[src/rtl/analog_gamepad_serial_responder_top_assert.svh]
// Assertion macros used by the gamepad responder core.
`ifndef ANALOG_GAMEPAD_SERIAL_RESPONDER_TOP_ASSERT_SVH
`define ANALOG_GAMEPAD_SERIAL_RESPONDER_TOP_ASSERT_SVH

// Same-cycle implication, disabled while reset is active.
`define AGSR_ASSERT_NOW(name, clk, rst_n, ante, cons) \
  name: assert property (@(posedge clk) disable iff (!rst_n) (ante) |-> (cons)) \
    else $error("gamepad responder check failed");

// Next-cycle implication, disabled while reset is active.
`define AGSR_ASSERT_NEXT(name, clk, rst_n, ante, cons) \
  name: assert property (@(posedge clk) disable iff (!rst_n) (ante) |=> (cons)) \
    else $error("gamepad responder check failed");

`endif

[src/rtl/agsr_pkg.sv]
// Types and constants for the gamepad serial responder.
package agsr_pkg;

  // Item operation codes
  typedef enum logic [2:0] {
    OP_XFER  = 3'd0,
    OP_BTN   = 3'd1,
    OP_AXIS  = 3'd2,
    OP_MODE  = 3'd3,
    OP_RESET = 3'd4
  } agsr_op_e;

  // Transfer phases
  typedef enum logic [3:0] {
    PH_IDLE     = 4'd0,
    PH_READY    = 4'd1,
    PH_ID_HIGH  = 4'd2,
    PH_BTN_LOW  = 4'd3,
    PH_BTN_HIGH = 4'd4,
    PH_RX       = 4'd5,
    PH_RY       = 4'd6,
    PH_LX       = 4'd7,
    PH_LY       = 4'd8
  } agsr_phase_e;

  localparam logic [15:0] ID_DIGITAL  = 16'h5A41;
  localparam logic [15:0] ID_ANALOG   = 16'h5A53;
  localparam logic [7:0]  CMD_START   = 8'h01;
  localparam logic [7:0]  CMD_POLL    = 8'h42;
  localparam logic [7:0]  IDLE_BYTE   = 8'hFF;
  localparam logic [7:0]  AXIS_CENTRE = 8'h80;
  localparam logic [15:0] BTN_RELEASED = 16'hFFFF;

  // One registered input word
  typedef struct packed {
    logic [2:0] op;
    logic [7:0] data_in;
    logic [3:0] button_index;
    logic       pressed;
    logic [1:0] axis_index;
    logic [7:0] axis_value;
  } agsr_req_t;

endpackage

[src/rtl/agsr_in_stage.sv]
// Input register stage of the gamepad responder.
module agsr_in_stage
  import agsr_pkg::*;
(
  input  logic      clk_i,
  input  logic      rst_ni,
  input  logic      in_valid_i,
  output logic      in_ready_o,
  input  agsr_req_t in_req_i,
  output logic      req_valid_o,
  input  logic      req_take_i,
  output agsr_req_t req_o
);

  logic      valid_q, valid_d;
  agsr_req_t req_q;
  logic      load;

  // Accept a new word whenever the held one is empty or leaving
  assign in_ready_o = !valid_q || req_take_i;
  assign load       = in_valid_i && in_ready_o;
  assign valid_d    = load ? 1'b1 : (req_take_i ? 1'b0 : valid_q);

  always_ff @(posedge clk_i or negedge rst_ni) begin
    if (!rst_ni) begin
      valid_q <= 1'b0;
    end else begin
      valid_q <= valid_d;
    end
  end

  // Hold the payload until the next load
  always_ff @(posedge clk_i) begin
    if (load) begin
      req_q <= in_req_i;
    end
  end

  assign req_valid_o = valid_q;
  assign req_o       = req_q;

endmodule

[src/rtl/agsr_core.sv]
// Gamepad state, transfer sequencer and result register.
module agsr_core
  import agsr_pkg::*;
(
  input  logic      clk_i,
  input  logic      rst_ni,
  input  logic      req_valid_i,
  input  agsr_req_t req_i,
  output logic      req_take_o,
  output logic      out_valid_o,
  input  logic      out_ready_i,
  output logic [7:0] reply_byte_o,
  output logic      ack_o,
  output logic      analog_on_o
);

  agsr_phase_e phase_q, phase_d;
  logic [15:0] buttons_q, buttons_d;
  logic [7:0]  axis_q [4];
  logic [7:0]  axis_d [4];
  logic        analog_q, analog_d;
  logic        out_valid_q, out_valid_d;
  logic [7:0]  dout_q, dout_d;
  logic        ack_q, ack_d;
  logic        analog_out_q;
  logic [15:0] cur_id;
  logic [15:0] btn_mask;
  logic        take;

  // Move a word on when the result register is free or being drained
  assign take       = req_valid_i && (!out_valid_q || out_ready_i);
  assign req_take_o = take;

  assign cur_id   = analog_q ? ID_ANALOG : ID_DIGITAL;
  assign btn_mask = 16'(1) << req_i.button_index;

  // Decode one word against the current state
  always_comb begin
    phase_d   = phase_q;
    buttons_d = buttons_q;
    axis_d    = axis_q;
    analog_d  = analog_q;
    dout_d    = IDLE_BYTE;
    ack_d     = 1'b0;
    if (take) begin
      case (req_i.op)
        OP_XFER: begin
          unique case (phase_q)
            PH_IDLE: begin
              if (req_i.data_in == CMD_START) begin
                phase_d = PH_READY;
                ack_d   = 1'b1;
              end
            end
            PH_READY: begin
              if (req_i.data_in == CMD_POLL) begin
                dout_d  = cur_id[7:0];
                phase_d = PH_ID_HIGH;
                ack_d   = 1'b1;
              end
            end
            PH_ID_HIGH: begin
              dout_d  = cur_id[15:8];
              phase_d = PH_BTN_LOW;
              ack_d   = 1'b1;
            end
            PH_BTN_LOW: begin
              dout_d  = buttons_q[7:0];
              phase_d = PH_BTN_HIGH;
              ack_d   = 1'b1;
            end
            PH_BTN_HIGH: begin
              dout_d = buttons_q[15:8];
              if (analog_q) begin
                phase_d = PH_RX;
                ack_d   = 1'b1;
              end else begin
                phase_d = PH_IDLE;
              end
            end
            PH_RX: begin
              dout_d  = axis_q[0];
              phase_d = PH_RY;
              ack_d   = 1'b1;
            end
            PH_RY: begin
              dout_d  = axis_q[1];
              phase_d = PH_LX;
              ack_d   = 1'b1;
            end
            PH_LX: begin
              dout_d  = axis_q[2];
              phase_d = PH_LY;
              ack_d   = 1'b1;
            end
            PH_LY: begin
              dout_d  = axis_q[3];
              phase_d = PH_IDLE;
            end
            default: phase_d = PH_IDLE;
          endcase
        end
        OP_BTN: begin
          if (req_i.pressed) begin
            buttons_d = buttons_q & ~btn_mask;
          end else begin
            buttons_d = buttons_q | btn_mask;
          end
        end
        OP_AXIS: axis_d[req_i.axis_index] = req_i.axis_value;
        OP_MODE: begin
          if (req_i.pressed) begin
            analog_d = !analog_q;
          end
        end
        OP_RESET: phase_d = PH_IDLE;
        default: ;
      endcase
    end
  end

  assign out_valid_d = take ? 1'b1 : (out_ready_i ? 1'b0 : out_valid_q);

  // Advance state and valid on reset-cleared registers
  always_ff @(posedge clk_i or negedge rst_ni) begin
    if (!rst_ni) begin
      phase_q     <= PH_IDLE;
      buttons_q   <= BTN_RELEASED;
      axis_q      <= '{AXIS_CENTRE, AXIS_CENTRE, AXIS_CENTRE, AXIS_CENTRE};
      analog_q    <= 1'b0;
      out_valid_q <= 1'b0;
    end else begin
      phase_q     <= phase_d;
      buttons_q   <= buttons_d;
      axis_q      <= axis_d;
      analog_q    <= analog_d;
      out_valid_q <= out_valid_d;
    end
  end

  // Capture the result word
  always_ff @(posedge clk_i) begin
    if (take) begin
      dout_q       <= dout_d;
      ack_q        <= ack_d;
      analog_out_q <= analog_d;
    end
  end

  assign out_valid_o  = out_valid_q;
  assign reply_byte_o = dout_q;
  assign ack_o        = ack_q;
  assign analog_on_o  = analog_out_q;

`include "analog_gamepad_serial_responder_top_assert.svh"

  `AGSR_ASSERT_NOW(a_mode_only_by_op, clk_i, rst_ni, analog_q != $past(analog_q), $past(take) && $past(req_i.op) == OP_MODE && $past(req_i.pressed))
  `AGSR_ASSERT_NOW(a_btn_only_by_op, clk_i, rst_ni, buttons_q != $past(buttons_q), $past(take) && $past(req_i.op) == OP_BTN)
  `AGSR_ASSERT_NEXT(a_abort_to_idle, clk_i, rst_ni, take && req_i.op == OP_RESET, phase_q == PH_IDLE)
  `AGSR_ASSERT_NEXT(a_ack_keeps_xfer, clk_i, rst_ni, take && ack_d, phase_q != PH_IDLE)

endmodule

[src/rtl/analog_gamepad_serial_responder_top.sv]
// Top level of the gamepad serial responder.
// Device side of a dual-analog gamepad poll. Every input word (byte exchange,
// button update, axis update, mode button press or transfer abort) yields exactly
// one result word: the reply byte, its acknowledge bit and the analog-mode flag
// after the word. A word passes through an input register and a result register:
// its result is presented once the core has moved it from the input register into
// the result register, which a full result register that is not being drained
// delays, and one word per cycle is sustained while the result side is ready.
// Back-pressure on the result side stalls the input only once both registers are full.
module analog_gamepad_serial_responder_top
  import agsr_pkg::*;
(
  input  logic       clk_i,
  input  logic       rst_ni,
  input  logic       in_valid_i,
  output logic       in_ready_o,
  input  logic [2:0] op_i,
  input  logic [7:0] data_in_i,
  input  logic [3:0] button_index_i,
  input  logic       pressed_i,
  input  logic [1:0] axis_index_i,
  input  logic [7:0] axis_value_i,
  output logic       out_valid_o,
  input  logic       out_ready_i,
  output logic [7:0] reply_byte_o,
  output logic       ack_o,
  output logic       analog_on_o
);

  agsr_req_t in_req;
  agsr_req_t req;
  logic      req_valid;
  logic      req_take;

  // Pack the input word
  assign in_req = '{op: op_i, data_in: data_in_i, button_index: button_index_i,
                    pressed: pressed_i, axis_index: axis_index_i,
                    axis_value: axis_value_i};

  agsr_in_stage u_in_stage (
    .clk_i       (clk_i),
    .rst_ni      (rst_ni),
    .in_valid_i  (in_valid_i),
    .in_ready_o  (in_ready_o),
    .in_req_i    (in_req),
    .req_valid_o (req_valid),
    .req_take_i  (req_take),
    .req_o       (req)
  );

  agsr_core u_core (
    .clk_i        (clk_i),
    .rst_ni       (rst_ni),
    .req_valid_i  (req_valid),
    .req_i        (req),
    .req_take_o   (req_take),
    .out_valid_o  (out_valid_o),
    .out_ready_i  (out_ready_i),
    .reply_byte_o (reply_byte_o),
    .ack_o        (ack_o),
    .analog_on_o  (analog_on_o)
  );

endmodule
[config.mk]
export PLATFORM = sky130hd
export DESIGN_NAME = analog_gamepad_serial_responder_top
export DESIGN_NICKNAME = d
export VERILOG_FILES = /design/src/rtl/agsr_pkg.sv /design/src/rtl/agsr_in_stage.sv /design/src/rtl/agsr_core.sv /design/src/rtl/analog_gamepad_serial_responder_top.sv
export VERILOG_INCLUDE_DIRS = /design/src /design/src/rtl
export SDC_FILE = /design/constraint.sdc
export NUM_CORES = 1
export LEC_CHECK = 0
export BUFFER_PORTS_ARGS = -buffer_cell sky130_fd_sc_hd__buf_2
export CORE_ASPECT_RATIO = 1.4
export CORE_UTILIZATION = 50
export DETAILED_ROUTE_END_ITERATION = 10
export PLACE_DENSITY = 0.72
export SETUP_SLACK_MARGIN = 0.15
export SYNTH_ARGS = -nofsm -noshare
export SYNTH_HDL_FRONTEND = slang
export SYNTH_HIERARCHICAL = 1
export SYNTH_SLANG_ARGS = --single-unit
[constraint.sdc]
create_clock -name clk_i -period 3.2 [get_ports clk_i]
set_input_delay 0.16 -clock clk_i [delete_from_list [all_inputs] [get_ports clk_i]]
set_output_delay 0.16 -clock clk_i [all_outputs]
set_load 0.01 [all_outputs]
==> results.ini, run 1 <==
[logic_synthesis]
synthTopCellsByArea = edfxtp_1 (26%), dfrtp_1 (21%), dfstp_2 (13%), mux2_1 (6.8%), mux2_4 (2.9%)
yosysWarnings = 6
synth_area_per_cell_um2 = 13.3
synth-seq-cells = 91
synth_cell_types = 61
synth_cells = 310
ys.flop_type = edfxtp_1
synthTopCellsByCount = edfxtp_1 (36), dfrtp_1 (35), mux2_1 (25), dfstp_2 (20), o21ai_0 (14)
synth_nets = 340
async_flop_share = 0.604
synth-edff-count = 36
syn-cell-area_um2 = 4130
yosys.area.top_type = edfxtp_1
seq_area_frac_synth = 0.600
yosys.cell_count.top_type = edfxtp_1
yosysTopAreaCellShare = 0.262

[sta]
hold_viol = 0
relSlewSlack = 0.417
max_freq_ghz = 0.450
rsz0062_at_grt = false
hold_ws_ps = 295
fin_tns_setup_ps = 0
finalClockSkew_ps = 8.69
finalCritPeriodShare = 0.695
period_minus_slack_ps = 2220
maxSlewViolCount = 0
tightest_slew_ps = 874
fin_ws_ps = 977
setup_viol = 0

[die]
num_io_pins = 42
coreArea_um2 = 7890
num_rows = 38
die_area_um2 = 8640
start_util = 0.524
die_height_um = 110
fp.dieW_um = 78.9

[cts]
clkTransAtPathRegs_ps = 80
clk_latency_ps = 370
cts_tree = built
clock-sinks = 91
cts_max_level = 3
cts_buffers = 9
post_cts_resized = 0
cts_root_buf = clkbuf_8
clock_path_buffers = 2

[critical_path]
r2r_cells = 3
path_class = register to register
cp_max_fo = 9
crit_start = u_in_stage/req_o[25]
arrival_ps = 2480
crit_end = u_core/axis_q[20]
crit_path_end_kind = register
critPathLaunchType = register
regToRegSetupSlack_ps = 980
r2r_end = u_core/axis_q[20]
regToRegStartpoint = u_in_stage/req_o[25]
worst_ep_required_time_ps = 3460

[routing]
viasPerCell = 5.77
via_count = 2750
drt_iter0_markers = 274
drc = 0
routed_wl_mm = 8.53
drt_pass1_iterations = 5
ant_nets = 0
wl_per_cell_um = 17.9

[finish]
areaGrowthSynthToFinish_pct = 16.8
num-fill-cells = 641
diodes = 0
fin_cells = 477
drive_gt1_frac = 0.252
final_net_count = 402
multi_input_area_um2 = 1550
post-route-util = 0.612
stdcell_area_um2 = 4830
seq_area_um2 = 2480

[pwr]
vdd_ir_drop_max_mv = 0.344
p_leak_nw = 1.92
totalPowerFinal_mw = 3.09
p_per_area_nw_per_um2 = 641

[status]
status = completed

[placed_design]
placed_cell_area_um2 = 4390
dpl.cell_count = 433
preCtsSetupSlack_ps = 995
port_buffers = 41
dp_hpwl_mm = 5.92
place_congestion = 0.859

[global_route]
overflow = 0
grt_util_all_layers = 0.218
grt_max_degree = 33
grt_pass1_vias = 2543
antenna_found_initial = 0
grt_first_pass_wirelength_mm = 13.5

[job]
cap_viol_max_count = 0

[min_path]
min_path_type = input port to register

report_power, final:
part	leakage, nW	internal (mW)	switching [mW]	total [mW]
clock	0.0879	0.271	0.389	0.660
combinational	0.850	0.375	0.374	0.750
sequential	0.978	1.45	0.238	1.68
critical path, cell delays in order (launching register included):
cell and delay, ps:
edfxtp_1 520, nand3b_2 340, or4b_1 840, mux2_4 400
repair_timing:
item                                   in CTS  in global routing
endpoints found under the hold margin      39                  0
setup buffers                               0                  0
hold buffers                               28                  0
placed cells by master, fill, tap and decap left out, types with 4 or more instances in the layout:
cell type and count:
dfrtp_1 35, dlygate4sd3_1 28, clkbuf_8 9, mux2_1 25, clkinv_2 4, buf_2 41, a31oi_1 5, o21ai_0 14
dfstp_2 20, o31ai_1 12, nand4b_1 4, a21oi_1 8, nor2_1 7, mux2_4 8, nor2b_1 13, a22o_1 5
mux2_2 4, nand2b_1 8, nor3_1 6, nand2_1 10, o41ai_1 4, edfxtp_1 36, nand3_1 5, a22oi_1 4
cells by family after synthesis:
logic type | Yosys count | share of synthesized area
xor+xnor | 2 | 0.00424
flops | 91 | 0.600
simple gates | 75 | 0.115
buf+inv | 23 | 0.0242
mux | 41 | 0.121
compound gates | 78 | 0.135
routing by layer:
metal | wire [um] | global-route usage
met5 | 0 | 0
met4 | 325 | 0.122
met3 | 358 | 0.0614
met2 | 4230 | 0.350
met1 | 3610 | 0.264
layout make-up:
cell class / instances / area share
Sequential cell: 91 / 0.514
Multi-Input combinational cell: 196 / 0.321
Clock buffer: 9 / 0.0257
Tap cell: 100 / 0.0259
Inverter: 3 / 0.00233
Clock inverter: 7 / 0.00700
Timing Repair Buffer: 71 / 0.104
worst min-delay path by stage:
stage,start,endpoint,slack (ps),depth (start not counted)
after floorplan,rst_ni,u_core/analog_q,-140,0
after global placement,rst_ni,u_core/out_valid_o,240,1
after detailed placement,rst_ni,u_core/out_valid_o,240,1
after CTS,out_ready_i,u_core/out_valid_o,270,3
after global routing,out_ready_i,u_core/out_valid_o,290,3
final,out_ready_i,u_core/out_valid_o,300,3
No activity file was read; power rests on OpenSTA's default activity.
==> run 2: changes to the inputs <==
- ABC_AREA: unset -> 1
- clock period: 3.2 -> 2.27 ns (I/O delays scaled with it)
==> run 2 against run 1 <==
Effect of this change: synthesized cell count increased by 38%; utilization grew 1.8 points; cell count up 28%; count of clock-buffer cells in the layout grew 1; non-clock buffer count rose by 5; total power up 46%; area after synthesis decreased by 2.9%; largest power group unchanged; highest routed layer unchanged.
==> results.ini, run 2 <==
[finish]
diodes = 0  ; unchanged
final_common_cell = nand2_1
areaGrowthSynthToFinish_pct = 21.5
stdcell_area_um2 = 4880  ; +1.0%
final_cell_mix = nand2_1 (146), inv_1 (42), buf_2 (41)
drive_gt1_frac = 0.201  ; -0.0508
fin_cells = 612  ; +28%
final_net_count = 537  ; +34%

[routing]
drt_iter0_markers = 246  ; -10%
drc = 0  ; unchanged
ant_nets = 0  ; unchanged
wl_per_cell_um = 14.2  ; -20%
via_count = 3117  ; +13%
drt_pass1_iterations = 4  ; -1
viasPerCell = 5.09  ; -12%
routed_wl_mm = 8.71  ; +2.1%

[critical_path]
cp_max_fo = 14  ; +5
critPathLaunchType = register
regToRegSetupSlack_ps = 430  ; -540 ps
crit_family = simple AND/OR/NAND/NOR gates
cpPeakStageDelay_ps = 380  ; -460 ps
worstPathCellList = nand2_1, nand2_1, inv_1, buf_4, nand3_2, nor2_4, nand2_1, o21ai_0
path_class = register to register
crit_path_end_kind = register
r2r_cells = 8  ; +5
arrival_ps = 2120  ; -360 ps
worst_ep_required_time_ps = 2560  ; -900 ps
cp_num_buf_inv = 2  ; +2
cpMostUsedCell = nand2_1
cpMaxStageDelayCell = dfrtp_1
regToRegStartpoint = u_core/out_valid_o

[logic_synthesis]
yosys.area.top_type = edfxtp_1
yosys.area_share.xor_xnor = 0.00218  ; -0.00206
synthTopCellsByArea = edfxtp_1 (27%), dfrtp_1 (22%), nand2_1 (14%), dfstp_2 (13%), inv_1 (3.9%)
synth_cells = 427  ; +38%
synthAdderAreaFrac = 0  ; unchanged
synth-seq-cells = 91  ; unchanged
synth_cell_types = 24  ; -61%
synthTopCellsByCount = nand2_1 (146), inv_1 (42), edfxtp_1 (36), dfrtp_1 (35), nor2_1 (25)
synth-edff-count = 36  ; unchanged
synth-simple-area-share = 0.228  ; +0.113
synth_nets = 457  ; +34%
yosys.cell_count.top_type = nand2_1
synth_top_family_by_area = simple AND/OR/NAND/NOR gates
yosysWarnings = 6  ; unchanged
muxShareOfSynthArea = 0  ; -0.121
async_flop_share = 0.604  ; unchanged
synth_compound_area_frac = 0.0978  ; -0.0371
seq_area_frac_synth = 0.618  ; +0.0178
syn-cell-area_um2 = 4020  ; -2.9%
synth_area_per_cell_um2 = 9.40  ; -29%
ys.flop_type = edfxtp_1
yosysTopAreaCellShare = 0.269  ; +0.00774

[pwr]
p_per_area_nw_per_um2 = 926  ; +44%
p_leak_nw = 2.11  ; +10%
vdd_ir_drop_max_mv = 0.661  ; +92%

[cts]
cts_buffers = 9  ; unchanged
cts_tree = built
clock-sinks = 91  ; unchanged
cts_root_buf = clkbuf_8
cts_max_level = 3  ; unchanged
clkTransAtPathRegs_ps = 90  ; about the same
post_cts_resized = 0  ; unchanged
clk_latency_ps = 370  ; about the same
clock_path_buffers = 2  ; unchanged

[placed_design]
dpl.cell_count = 567  ; +31%
placed_cell_area_um2 = 4350  ; -1.0%
preCtsSetupSlack_ps = 456  ; -539 ps
port_buffers = 41  ; unchanged
dp_hpwl_mm = 5.90  ; -0.22%
place_congestion = 0.910  ; +5.9%

[sta]
tightest_slew_ps = 688  ; -186 ps
period_minus_slack_ps = 1840  ; -387 ps
fin_tns_setup_ps = 0  ; unchanged
finalClockSkew_ps = 6.81  ; -1.88 ps
finalCritPeriodShare = 0.808  ; +0.114
relSlewSlack = 0.541  ; +0.124
hold_viol = 0  ; unchanged
hold_ws_ps = 409  ; +113 ps
maxSlewViolCount = 0  ; unchanged
max_freq_ghz = 0.545  ; +21%
setup_viol = 0  ; unchanged
rsz0062_at_grt = false
fin_ws_ps = 435  ; -543 ps

[global_route]
grt_first_pass_wirelength_mm = 14.2  ; +5.5%
overflow = 0  ; unchanged
antenna_found_initial = 0  ; unchanged
grt_util_all_layers = 0.230  ; +0.0119
grt_max_degree = 56  ; +70%
grt_pass1_vias = 3049  ; +20%

[die]
num_rows = 38  ; unchanged
fp.dieW_um = 77.7  ; -1.4%
start_util = 0.518  ; -0.00570
num_io_pins = 42  ; unchanged
die_height_um = 108  ; -1.4%
coreArea_um2 = 7750  ; -1.8%
die_area_um2 = 8400  ; -2.8%

[job]
cap_viol_max_count = 0  ; unchanged

[min_path]
min_path_type = input port to asynchronous set/reset pin

[status]
status = completed

[run 2: cell count changes in the layout (fill, tap and decap cells not counted), sizes merged, moves of 5 or more]
| cell | before | now |
|---|---|---|
| a31oi | 5 | 0 |
| nor2 | 7 | 30 |
| clkinv | 6 | 0 |
| mux2 | 37 | 0 |
| nand2 | 10 | 150 |
| nand2b | 9 | 0 |
| nor3 | 7 | 14 |
| a22o | 5 | 0 |
| o21ai | 17 | 50 |
| nand3 | 5 | 17 |
| o31ai | 12 | 6 |
| inv | 4 | 44 |
| nor2b | 13 | 0 |
[run 2: worst reg2reg max path: cells and delay by family (launching register included)]
family | cells | cell delay (ps)
simple gates | 5 | 850
flops | 1 | 380
buf+inv | 2 | 330
compound gates | 1 | 200
[run 2: how the worst max path moves through the flow]
stage                       start                  end  cells past startpoint
2_1_floorplan  u_core/out_valid_o  u_in_stage/req_o[0]                      5
3_3_place_gp   u_core/out_valid_o             register                      8
3_5_place_dp   u_core/out_valid_o             register                      8
4_1_cts        u_core/out_valid_o             register                      8
5_1_grt        u_core/out_valid_o             register                      8
6_report       u_core/out_valid_o             register                      8
[run 2: power breakdown]
part / switching (mW) / total [mW] / internal [mW]
Sequential: 0.206 / 2.29 / 2.08
Combinational: 0.605 / 0.949 / 0.344
Clock: 0.588 / 1.28 / 0.694
[run 2: timing repair]
action | CTS | global route
hold buffers | 29 | 0
endpoints found under the hold margin | 63 | 0
buffers inserted | 0 | 0
[run 2: layout make-up]
| type | instances | area, um^2 |
|---|---|---|
| fill | 646 | 2870 |
| inverter | 42 | 158 |
| multi-input combinational | 287 | 1330 |
| tap | 100 | 125 |
| clock buffer | 10 | 149 |
| sequential | 91 | 2480 |
| clock inverter | 6 | 92.6 |
| timing repair buffer | 76 | 541 |
[run 2: kinds of logic (layout without fill, tap and decap cells)]
logic type / Yosys count / count (layout)
buf+inv: 49 / 134
xor+xnor: 1 / 1
flops: 91 / 91
simple gates: 217 / 217
compound gates: 69 / 69
[run 2: metal layers]
layer  GRT usage  up-vias  share of wire
met5           0        -              0
li1            -     1565              -
met1       0.275     1435           0.43
met4       0.156        0          0.047
met3      0.0414       27          0.039
met2       0.378       90           0.49
[run 2: per-stage QoR]
stage          utilization  power, mW
3_3_place_gp         0.561       3.18
5_1_grt              0.629       4.76
6_report             0.629       4.52
3_5_place_dp         0.561       3.21
2_1_floorplan            -       2.90
4_1_cts              0.629       4.52
